[src/hdl/gmiu_pkg.sv]
// Shared types and field widths for the graded multi-index unrank core.
// Used by the top level and the port checker.
`default_nettype none
package gmiu_pkg;

  // Fixed widths of the stream fields
  localparam int RANK_W     = 16;
  localparam int DEG_W      = 16;
  localparam int POS_W      = 3;
  localparam int DIMS_W     = 4;
  localparam int IN_DATA_W  = 16;
  localparam int OUT_DATA_W = 24;

  // Sequencer states, one-hot
  typedef enum logic [4:0] {
    ST_IDLE  = 5'b00001,
    ST_PEEL  = 5'b00010,
    ST_CHECK = 5'b00100,
    ST_DIV   = 5'b01000,
    ST_EMIT  = 5'b10000
  } gmiu_state_e;

endpackage
`default_nettype wire

[src/hdl/gmiu_divider.sv]
// Shared restoring divider, one quotient bit per cycle.
// Standalone; used by graded_multi_index_unrank_core for the binomial update.
`default_nettype none
module gmiu_divider #(
  parameter int DW = 20,
  parameter int VW = 16
) (
  input  wire logic          clk_i,
  input  wire logic          rst_ni,
  input  wire logic          start_i,
  input  wire logic [DW-1:0] dividend_i,
  input  wire logic [VW-1:0] divisor_i,
  output logic               done_o,
  output logic [DW-1:0]      quotient_o
);

  localparam int CW = $clog2(DW + 1);

  logic [DW-1:0] quo_q;
  logic [VW-1:0] rem_q, div_q;
  logic [CW-1:0] cnt_q;
  logic          busy_q, done_q;
  logic [VW:0]   shifted, diff;
  logic          ge;

  // trial subtract of the next partial remainder
  assign shifted = {rem_q, quo_q[DW-1]};
  assign diff    = shifted - {1'b0, div_q};
  assign ge      = (shifted >= {1'b0, div_q});

  always_ff @(posedge clk_i or negedge rst_ni) begin
    if (!rst_ni) begin
      busy_q <= 1'b0;
      done_q <= 1'b0;
      cnt_q  <= '0;
      quo_q  <= '0;
      rem_q  <= '0;
      div_q  <= '0;
    end else begin
      done_q <= busy_q && (cnt_q == CW'(1));
      if (start_i) begin
        quo_q  <= dividend_i;
        rem_q  <= '0;
        div_q  <= divisor_i;
        cnt_q  <= CW'(DW);
        busy_q <= 1'b1;
      end else if (busy_q) begin
        quo_q <= {quo_q[DW-2:0], ge};
        rem_q <= ge ? diff[VW-1:0] : shifted[VW-1:0];
        cnt_q <= cnt_q - CW'(1);
        if (cnt_q == CW'(1)) begin
          busy_q <= 1'b0;
        end
      end
    end
  end

  assign done_o     = done_q;
  assign quotient_o = quo_q;

endmodule
`default_nettype wire

[src/hdl/graded_multi_index_unrank_core.sv]
// Graded multi-index unrank core: rank in, one degree per dimension out.
// Depends on gmiu_pkg and gmiu_divider.
//
// Usage:
//   s_axis carries one rank per item (tdata[15:0]). m_axis returns one item
//   per dimension, in dimension order; tdata[15:0] is the degree,
//   tdata[18:16] the dimension number, tlast marks the final dimension.
//   dims_wr_en_i/dims_wr_data_i set the dimension count while idle; 0 acts
//   as 1 and values above MAX_DIMS act as MAX_DIMS.
// Timing:
//   One rank at a time; s_axis_tready is high only when idle. Each degree
//   search step costs one multiply plus a bit-serial divide, and a final
//   check closes each search.
//   A search takes as many steps as the degree found (a few hundred at most
//   for 16-bit ranks with two dimensions), and there is one search per
//   dimension except the last.
//   A zero rank or a single dimension needs no search.
// Reset clears the sequencer and sets the dimension count to 1.
// A stall on m_axis holds the current item and pauses the sequencer.
`default_nettype none
module graded_multi_index_unrank_core
  import gmiu_pkg::*;
#(
  parameter int MAX_DIMS  = 8,
  parameter int RANK_BITS = 16
) (
  input  wire logic                  clk_i,
  input  wire logic                  rst_ni,
  input  wire logic                  dims_wr_en_i,
  input  wire logic [DIMS_W-1:0]     dims_wr_data_i,
  input  wire logic                  s_axis_tvalid,
  output logic                       s_axis_tready,
  input  wire logic [IN_DATA_W-1:0]  s_axis_tdata,   // [15:0] rank
  output logic                       m_axis_tvalid,
  input  wire logic                  m_axis_tready,
  output logic [OUT_DATA_W-1:0]      m_axis_tdata,   // [15:0] degree, [18:16] position
  output logic                       m_axis_tlast    // last component
);

  localparam int RB   = RANK_BITS;
  localparam int DIMW = $clog2(MAX_DIMS + 1);
  localparam int IW   = (MAX_DIMS > 1) ? $clog2(MAX_DIMS) : 1;
  localparam int DW   = RB + DIMW;
  localparam int CW   = (DIMW > DIMS_W) ? DIMW : DIMS_W;

  gmiu_state_e     state_q, state_d;
  logic [DIMS_W-1:0] dims_q;
  logic [RB-1:0]   cur_q, lower_q, deg_q, idx_q, n_q, prev_q;
  logic [DW-1:0]   b_q;
  logic [DIMW-1:0] d_q, ds_q;
  logic [IW-1:0]   i_q;
  logic            first_q, stop_q;
  logic [DEG_W-1:0] out_deg_q;
  logic [POS_W-1:0] out_pos_q;
  logic            out_last_q;

  logic [RB+RANK_W-1:0] rank_ext;
  logic [RB-1:0]        rank_v;
  logic [CW-1:0]        dims_ext;
  logic [DIMW-1:0]      d_eff, ds_next;
  logic                 last_i;
  logic [RB-1:0]        cur_diff;
  logic [RB-1:0]        deg_val;
  logic [IW+POS_W-1:0]  pos_ext;
  logic                 div_start, div_done;
  logic [DW-1:0]        div_quo, prod;
  logic                 in_acc;

  // low bits of a degree for the output field
  function automatic logic [DEG_W-1:0] deg_ext_f(input logic [RB-1:0] v);
    logic [RB+DEG_W-1:0] e;
    e = {{DEG_W{1'b0}}, v};
    return e[DEG_W-1:0];
  endfunction

  // input rank restricted to RANK_BITS
  assign rank_ext = {{RB{1'b0}}, s_axis_tdata[RANK_W-1:0]};
  assign rank_v   = rank_ext[RB-1:0];

  // clamp the configured dimension count
  always_comb begin
    dims_ext = CW'(dims_q);
    if (dims_ext == '0) begin
      d_eff = DIMW'(1);
    end else if (dims_ext > CW'(MAX_DIMS)) begin
      d_eff = DIMW'(MAX_DIMS);
    end else begin
      d_eff = dims_ext[DIMW-1:0];
    end
  end

  assign last_i   = ((DIMW'(i_q) + DIMW'(1)) == d_q);
  assign ds_next  = d_q - DIMW'(i_q) - DIMW'(1);
  assign cur_diff = cur_q - lower_q;
  assign pos_ext  = {{POS_W{1'b0}}, i_q};
  assign in_acc   = s_axis_tvalid && s_axis_tready;

  // shared multiply feeding the divider: b * d for the binomial update
  assign prod      = DW'(b_q[RB-1:0]) * DW'(ds_q);
  assign div_start = (state_q == ST_CHECK) && (b_q <= DW'(idx_q));

  gmiu_divider #(
    .DW(DW),
    .VW(RB)
  ) u_div (
    .clk_i      (clk_i),
    .rst_ni     (rst_ni),
    .start_i    (div_start),
    .dividend_i (prod),
    .divisor_i  (n_q + RB'(1)),
    .done_o     (div_done),
    .quotient_o (div_quo)
  );

  // next state
  always_comb begin
    state_d = state_q;
    case (state_q)
      ST_IDLE: begin
        if (in_acc) begin
          if (rank_v == '0 || d_eff == DIMW'(1)) state_d = ST_PEEL;
          else state_d = ST_CHECK;
        end
      end
      ST_PEEL: begin
        if (last_i || stop_q || cur_q <= lower_q || ds_next == DIMW'(1)) state_d = ST_EMIT;
        else state_d = ST_CHECK;
      end
      ST_CHECK: begin
        if (div_start) state_d = ST_DIV;
        else if (first_q) state_d = ST_PEEL;
        else state_d = ST_EMIT;
      end
      ST_DIV: begin
        if (div_done) state_d = ST_CHECK;
      end
      ST_EMIT: begin
        if (m_axis_tready) state_d = out_last_q ? ST_IDLE : ST_PEEL;
      end
      default: state_d = ST_IDLE;
    endcase
  end

  // sequencer and datapath registers
  always_ff @(posedge clk_i or negedge rst_ni) begin
    if (!rst_ni) begin
      state_q    <= ST_IDLE;
      dims_q     <= DIMS_W'(1);
      i_q        <= '0;
      first_q    <= 1'b0;
      stop_q     <= 1'b0;
      out_last_q <= 1'b0;
      out_deg_q  <= '0;
      out_pos_q  <= '0;
      d_q        <= DIMW'(1);
      ds_q       <= '0;
      cur_q      <= '0;
      lower_q    <= '0;
      deg_q      <= '0;
      idx_q      <= '0;
      n_q        <= '0;
      prev_q     <= RB'(1);
      b_q        <= DW'(1);
    end else begin
      state_q <= state_d;
      if (dims_wr_en_i) begin
        dims_q <= dims_wr_data_i;
      end
      case (state_q)
        ST_IDLE: begin
          if (in_acc) begin
            d_q     <= d_eff;
            i_q     <= '0;
            cur_q   <= rank_v;
            stop_q  <= (rank_v == '0);
            deg_q   <= rank_v;
            lower_q <= rank_v;
            idx_q   <= rank_v;
            ds_q    <= d_eff;
            n_q     <= '0;
            b_q     <= DW'(1);
            prev_q  <= RB'(1);
            first_q <= 1'b1;
          end
        end
        ST_PEEL: begin
          out_pos_q  <= pos_ext[POS_W-1:0];
          out_last_q <= last_i;
          if (last_i) begin
            out_deg_q <= stop_q ? '0 : deg_ext_f(deg_val);
          end else if (stop_q) begin
            out_deg_q <= '0;
          end else if (cur_q <= lower_q) begin
            out_deg_q <= deg_ext_f(deg_val);
            stop_q    <= 1'b1;
          end else begin
            cur_q <= cur_diff;
            if (ds_next == DIMW'(1)) begin
              out_deg_q <= deg_ext_f(deg_q - cur_diff);
              deg_q     <= cur_diff;
              lower_q   <= cur_diff;
            end else begin
              idx_q   <= cur_diff;
              ds_q    <= ds_next;
              n_q     <= '0;
              b_q     <= DW'(1);
              prev_q  <= RB'(1);
              first_q <= 1'b0;
            end
          end
        end
        ST_CHECK: begin
          if (div_start) begin
            n_q    <= n_q + RB'(1);
            prev_q <= b_q[RB-1:0];
          end else begin
            lower_q <= prev_q;
            deg_q   <= n_q;
            if (!first_q) begin
              out_deg_q <= deg_ext_f(deg_q - n_q);
            end
          end
        end
        ST_DIV: begin
          if (div_done) begin
            b_q <= b_q + div_quo;
          end
        end
        ST_EMIT: begin
          if (m_axis_tready && !out_last_q) begin
            i_q <= i_q + IW'(1);
          end
        end
        default: ;
      endcase
    end
  end

  assign deg_val = deg_q;

  assign s_axis_tready = (state_q == ST_IDLE);
  assign m_axis_tvalid = (state_q == ST_EMIT);
  assign m_axis_tdata  = {{(OUT_DATA_W - DEG_W - POS_W){1'b0}}, out_pos_q, out_deg_q};
  assign m_axis_tlast  = out_last_q;

endmodule
`default_nettype wire

[config.mk]
export PLATFORM = sky130hd
export DESIGN_NAME = graded_multi_index_unrank_core
export DESIGN_NICKNAME = d
export VERILOG_FILES = /design/src/hdl/gmiu_pkg.sv /design/src/hdl/gmiu_divider.sv /design/src/hdl/graded_multi_index_unrank_core.sv
export SDC_FILE = /design/constraint.sdc
export NUM_CORES = 1
export LEC_CHECK = 0
export ABC_AREA = 1
export ABC_CLOCK_PERIOD_IN_PS = 12000
export CORE_ASPECT_RATIO = 1.25
export CORE_MARGIN = 1
export CORE_UTILIZATION = 56
export CTS_CLUSTER_DIAMETER = 80
export DETAILED_ROUTE_END_ITERATION = 8
export DONT_BUFFER_PORTS = 1
export GPL_TIMING_DRIVEN = 0
export PLACE_DENSITY_LB_ADDON = 0.2
export SLEW_MARGIN = 5
export SYNTH_ARGS = -nofsm -noshare
export SYNTH_HDL_FRONTEND = slang
export SYNTH_SLANG_ARGS = --single-unit
[constraint.sdc]
create_clock -name clk_i -period 12 [get_ports clk_i]
set_clock_uncertainty 0.1 [all_clocks]
set_input_delay 0.6 -clock clk_i [delete_from_list [all_inputs] [get_ports clk_i]]
set_output_delay 0.6 -clock clk_i [all_outputs]
set_load 0.01 [all_outputs]
# == After elaboration in Yosys (flattened, before gate mapping) ==
# Cells that the tools add are included.
# word_totals
reg_bits,217
input_bits,25
output_inout_bits,27
elab_cells,176
# op_classes
add_sub_neg,11
mul,1
order_cmp,4
eq_ne,22
n_mux,88
reduce_logical,27
# op_table
cell,count
$mux 16,36
$pmux 16 s3,4
$mux 20,8
$pmux 16 s2,3
$sub 16x16->16,4
$pmux 20 s3,1
$mux 5,8
$mux 4,7
$pmux 5 s5,1
$reduce_and 7->1,3
$add 20x20->20,1
$le 20x16->1,1
$mul 16x4->20,1
$ge 17x16->1,1
$add 16x1->16 const B,1
$le 16x16->1,1
$logic_not 16->1,1
$ne 2x2->1 const B,8
$mux 1,12
$eq 5x1->1 const B,2
$mux 3,3
$reduce_and 3->1,3
$eq 4x1->1 const B,2
$ne 2x1->1 const B,4
26 further kinds,37

# == Depth between registers and ports, before layout ==
# logic_depth
depth_word,8
ltp_mapped,26
ltp_nobuf,26

# == Hierarchy ==
# Synthesis repeated with hierarchy kept, for this count alone.
# unflattened
cells_unflattened,2335
area_unflattened_um2,16754.8
# by_module_without_submodules
module,n_inst,cells_per_inst,area_each_um2,seq_area_each_um2
graded_multi_index_unrank_core,1,1828,12977.4,3960.0
gmiu_divider,1,507,3777.4,1476.4

# == Worst setup path before layout ==
# No wires, ideal clock.
# synth_timing
kind,register to register
start,register ds_q[3]
end,register u_div.quo_q[16] (netlist: u_div.quotient_o[16])
setup_time_ns,0.138
arrival_ns,3.797
t_required_ns,11.762
path_slack_ns,7.965
stages_incl_launch_ff,20
path_buffers,2
synth_period_minus_slack_ns,4.035
path_cell_list,dfrtp_1 > clkbuf_1 > clkbuf_1 > nand2_1 > fa_1 > fa_1 > inv_1 > fa_1 > nand3_1 > nand2_1 > nand2_1 > nand2_1 > a21oi_1 > o21ai_0 > a21boi_0 > o21ai_0 > nand2_1 > nand2_1 > o21ai_0 > o221ai_1
# synth_between
elab_chain_cells,2
# synth_lines
element,line,rtl
start: declaration,graded_multi_index_unrank_core.sv:50,"logic [DIMW-1:0] d_q, ds_q;"
start signal: assignment,graded_multi_index_unrank_core.sv:204,ds_q <= ds_next;
$mul 16x4->20,graded_multi_index_unrank_core.sv:99,assign prod = DW'(b_q[RB-1:0]) * DW'(ds_q);
$mux 20,gmiu_divider.sv:41,if (start_i) begin
end signal: assignment,gmiu_divider.sv:42,quo_q <= dividend_i;
end signal: assignment,gmiu_divider.sv:48,"quo_q <= {quo_q[DW-2:0], ge};"
end: declaration,gmiu_divider.sv:19,logic [DW-1:0] quo_q;
# Every way passes these cells.
# A chain may end at the register's enable or synchronous reset.

# == Worst setup path in the final report ==
# layout_timing
start,register ds_q[3]
end,register u_div.quo_q[15] (netlist: u_div.quotient_o[15])
# Same word-level chain as after synthesis.

==> run metrics <==
status finished, violations left; failing checks negative hold slack; Slew headroom 17.49%; Startpoint Class flip-flop; required time of the critical path 12.30 ns; Pwr Density 328.4 mW/mm^2; fmax 0.2057 GHz; final max-slew violation count 0; hpwl dp 39560 um; Synth Area per Inst 7.471 sq um; final core utilization 62.02%; Final Critical Period 4.861 ns; setup tns final 0 ns; highest routed metal layer met4; wire length of the first global-routing pass 79020 um; Pleak 9.034 nW; post-DR vias/cell 5.795; Crit path top cell by count nand2_1; async set-reset flop share out of synthesis 100.0%; Via Count 14.92k; met1 WL 19900 um; Post-Synth XOR/XNOR Area 3.837%; starting density of the core 57.05%; post-CTS setup buffer count 0; Cell variety after synth 62; maxcap violations 0; width of the die 154.2 um; post-synthesis simple-gate area fraction 21.01%; layout cell share with drive strength beyond 1 6.712%; register area share after synthesis 33.55%; CP max stage cell fa_1; GR Overflow Total 0; cell row count 69; CP endpoint kind flip-flop; cell area after synthesis 0.01621 sq mm; post-synthesis mux area share 0.4169%; cts bufs inserted 25; crit share post-route 40.51%; DR pass1 iterations 5; main combinational cell family by area after synthesis simple AND/OR/NAND/NOR gates; adder-cell share of the synthesized area 13.39%; hold crit path type in2async; RSZ-0062 raised after global routing no; Post-synth EDFFs 0; DR iter-0 viols 988; Sequential cell area 0.005436 sq mm; critical setup path kind reg2reg; initial antenna violation count 0; Detailed Route WL 50450 um; worst-margin pin slew 1.238 ns; largest net degree at the start of global routing 218; Synth Instances 2169; diode count 0; core area 0.02840 sq mm; IO Pins 52; worst vdd ir 211.1 uV; worst skew pair latency 0.55 ns; final setup margin 7.139 ns; Root Driver clkbuf_16; Fin Hold WS -0.009814 ns; post-synthesis compound-gate area fraction 17.58%; H-tree depth 1; crit-path max FO 10; All-Layer GR Usage 35.15%; Avg WL per Cell 19.59 um; P&R area growth vs syn 8.709%; DRC violations left 0; clock tree buffer depth 3; CTS tree yes; PortBufs 0; Total Nets Final 2379; Hold Vio Cnt, Final 2; Yosys warnings 0; chip height 192.2 um; Reg clk slew, reported paths 0.07 ns; Arrival @ worst endpoint 5.16 ns; Routed Antenna Nets 0; sequence of cells on the critical path clkbuf_1 > clkbuf_1 > nand2_1 > fa_1 > fa_1 > inv_1 > ha_1 > nand3_1 > nand2_1 > a21oi_1 > o21ai_0 > a21boi_0 > o21ai_0 > nand2_1 > nand2_1 > xnor2_1 > nand2_1 > o211ai_1 > o21ai_0; GPL Wtd Cong 0.9892; die area 0.02963 sq mm; post-CTS sizing 0; # clock sinks 217; metal2 WL 24740 um; DR WL met3 2521 um; Final setup viols 0; Most used DFF post-synth dfrtp_1; #FFs+latches synth 217; fill count 2584; multi-input logic area 0.009131 sq mm; vias in the first global route 14.74k; slowest stage delay, CP 0.55 ns; Post-Place Worst Slack 7.142 ns
-- power breakdown --
part           switching, mW  internal (mW)  leakage [nW]
combinational           2.46           1.23          5.84
sequential             0.227           1.02          2.75
clock                  0.336          0.511         0.445
-- synthesized netlist by cell type (all sizes together) (23+ instances only) --
| cell | number | area (sq um) |
|---|---|---|
| nand2 | 519 | 1971 |
| inv | 354 | 1329 |
| dfrtp | 212 | 5305 |
| o21ai | 200 | 1008 |
| a21oi | 164 | 824.5 |
| ha | 119 | 1489 |
| nor2 | 113 | 456.7 |
| nand3 | 107 | 555.5 |
| xor2 | 44 | 385.4 |
| o22ai | 40 | 312.8 |
| fa | 34 | 680.7 |
| buf | 33 | 198.9 |
| clkbuf | 31 | 116.4 |
| xnor2 | 27 | 236.5 |
| o211ai | 23 | 172.7 |
-- metrics by stage --
stage	power (mW)	area, sq um	std cells
after global routing	6.284	17620	2575
after global placement	4.784	16660	2528
after floorplan	3.872	16220	2173
after CTS	5.751	17620	2575
after detailed placement	4.867	16660	2528
final	5.786	17620	2575
-- sequential cells by signal (all words and copies together) (netlist names), 5 cells and up --
register and count:
n_q 16, state_q 5, cur_q 16, u_div.quotient_o 20
lower_q 16, u_div.rem_q 16, u_div.cnt_q 5, prev_q 16
idx_q 16, out_deg_q 16, b_q 20, deg_q 16
u_div.div_q 16
-- cells by family after synthesis --
| family | Yosys count |
|---|---|
| buffers and inverters | 420 |
| xor gates and xnor gates | 71 |
| DFF | 217 |
| and+or+nand+nor | 806 |
| adders and majority gates | 153 |
| other | 1 |
| AOI/OAI and AO/OA | 495 |
| muxes | 6 |
-- worst max-delay path, delay by kind of cell (launching register included) --
family,cells,cell delay [ns]
AO/OA/AOI/OAI,6,1.35
XOR/XNOR,1,0.15
adder cells (fa/ha/maj),3,1.36
buffers and inverters,3,0.82
flip-flops,1,0.33
AND/OR/NAND/NOR,6,0.59
-- area by class of cell --
class	instances	area share [%]
buffer	64	1.790
clock buffer	31	4.020
clock inverter	15	1.229
inverter	356	7.592
multi-input combinational	1536	51.83
sequential	217	30.86
tap	355	2.521
timing repair buffer	1	0.1562
-- final timing paths --
kind / end / cells past startpoint / from / slack [ns]
max reg2reg: u_div.quotient_o[15] / 19 / ds_q[3] / 7.14
min in group clk_i: dims_ext[0] / 1 / dims_wr_en_i / 0.05
min reg2reg: d_q[0] / 2 / d_q[0] / 0.38
max: u_div.quotient_o[15] / 19 / ds_q[3] / 7.14
min: cur_q[15] / 1 / rst_ni / -0.01
max in group asynchronous: u_div.quotient_o[11] / 1 / rst_ni / 10.83
-- layer usage --
| layer | vias to the layer above | GRT usage [%] |
|---|---|---|
| met1 | 7097 | 41.09 |
| met2 | 473 | 61.91 |
| met4 | 0 | 21.73 |
| li1 | 7189 | - |
| met5 | - | 0 |
| met3 | 164 | 3.949 |
-- repair_timing --
item / CTS / global route
hold buffers: 1 / 0
hold endpoints to repair: 217 / 0
endpoints found under the setup margin: 0 / 0
-- layout by cell type, fill, tap and decap left out, drive strengths merged, types with 4 or more instances in the layout --
| master | synthesis | final |
|---|---|---|
| or2 | 10 | 10 |
| conb | 1 | 5 |
| a21oi | 164 | 164 |
| nand3 | 107 | 107 |
| nor4 | 8 | 8 |
| a211oi | 21 | 21 |
| dfstp | 5 | 5 |
| bufinv | 0 | 4 |
| fa | 34 | 34 |
| nor3 | 22 | 22 |
| a31oi | 9 | 9 |
| xnor2 | 27 | 27 |
| ha | 119 | 119 |
| o31ai | 7 | 7 |
| clkbuf | 31 | 62 |
| o21bai | 4 | 4 |
| inv | 354 | 358 |
| o22ai | 40 | 40 |
| a21boi | 6 | 6 |
| a21o | 4 | 4 |
| mux2 | 6 | 6 |
| o21ai | 200 | 200 |
| o211ai | 23 | 23 |
| xor2 | 44 | 44 |
| nor2 | 113 | 113 |
| dfrtp | 212 | 212 |
| buf | 33 | 34 |
| nand2 | 519 | 519 |
| clkinv | 2 | 6 |
| o221ai | 5 | 5 |
| nand4 | 22 | 22 |
No activity file was read; power rests on OpenSTA's default activity.
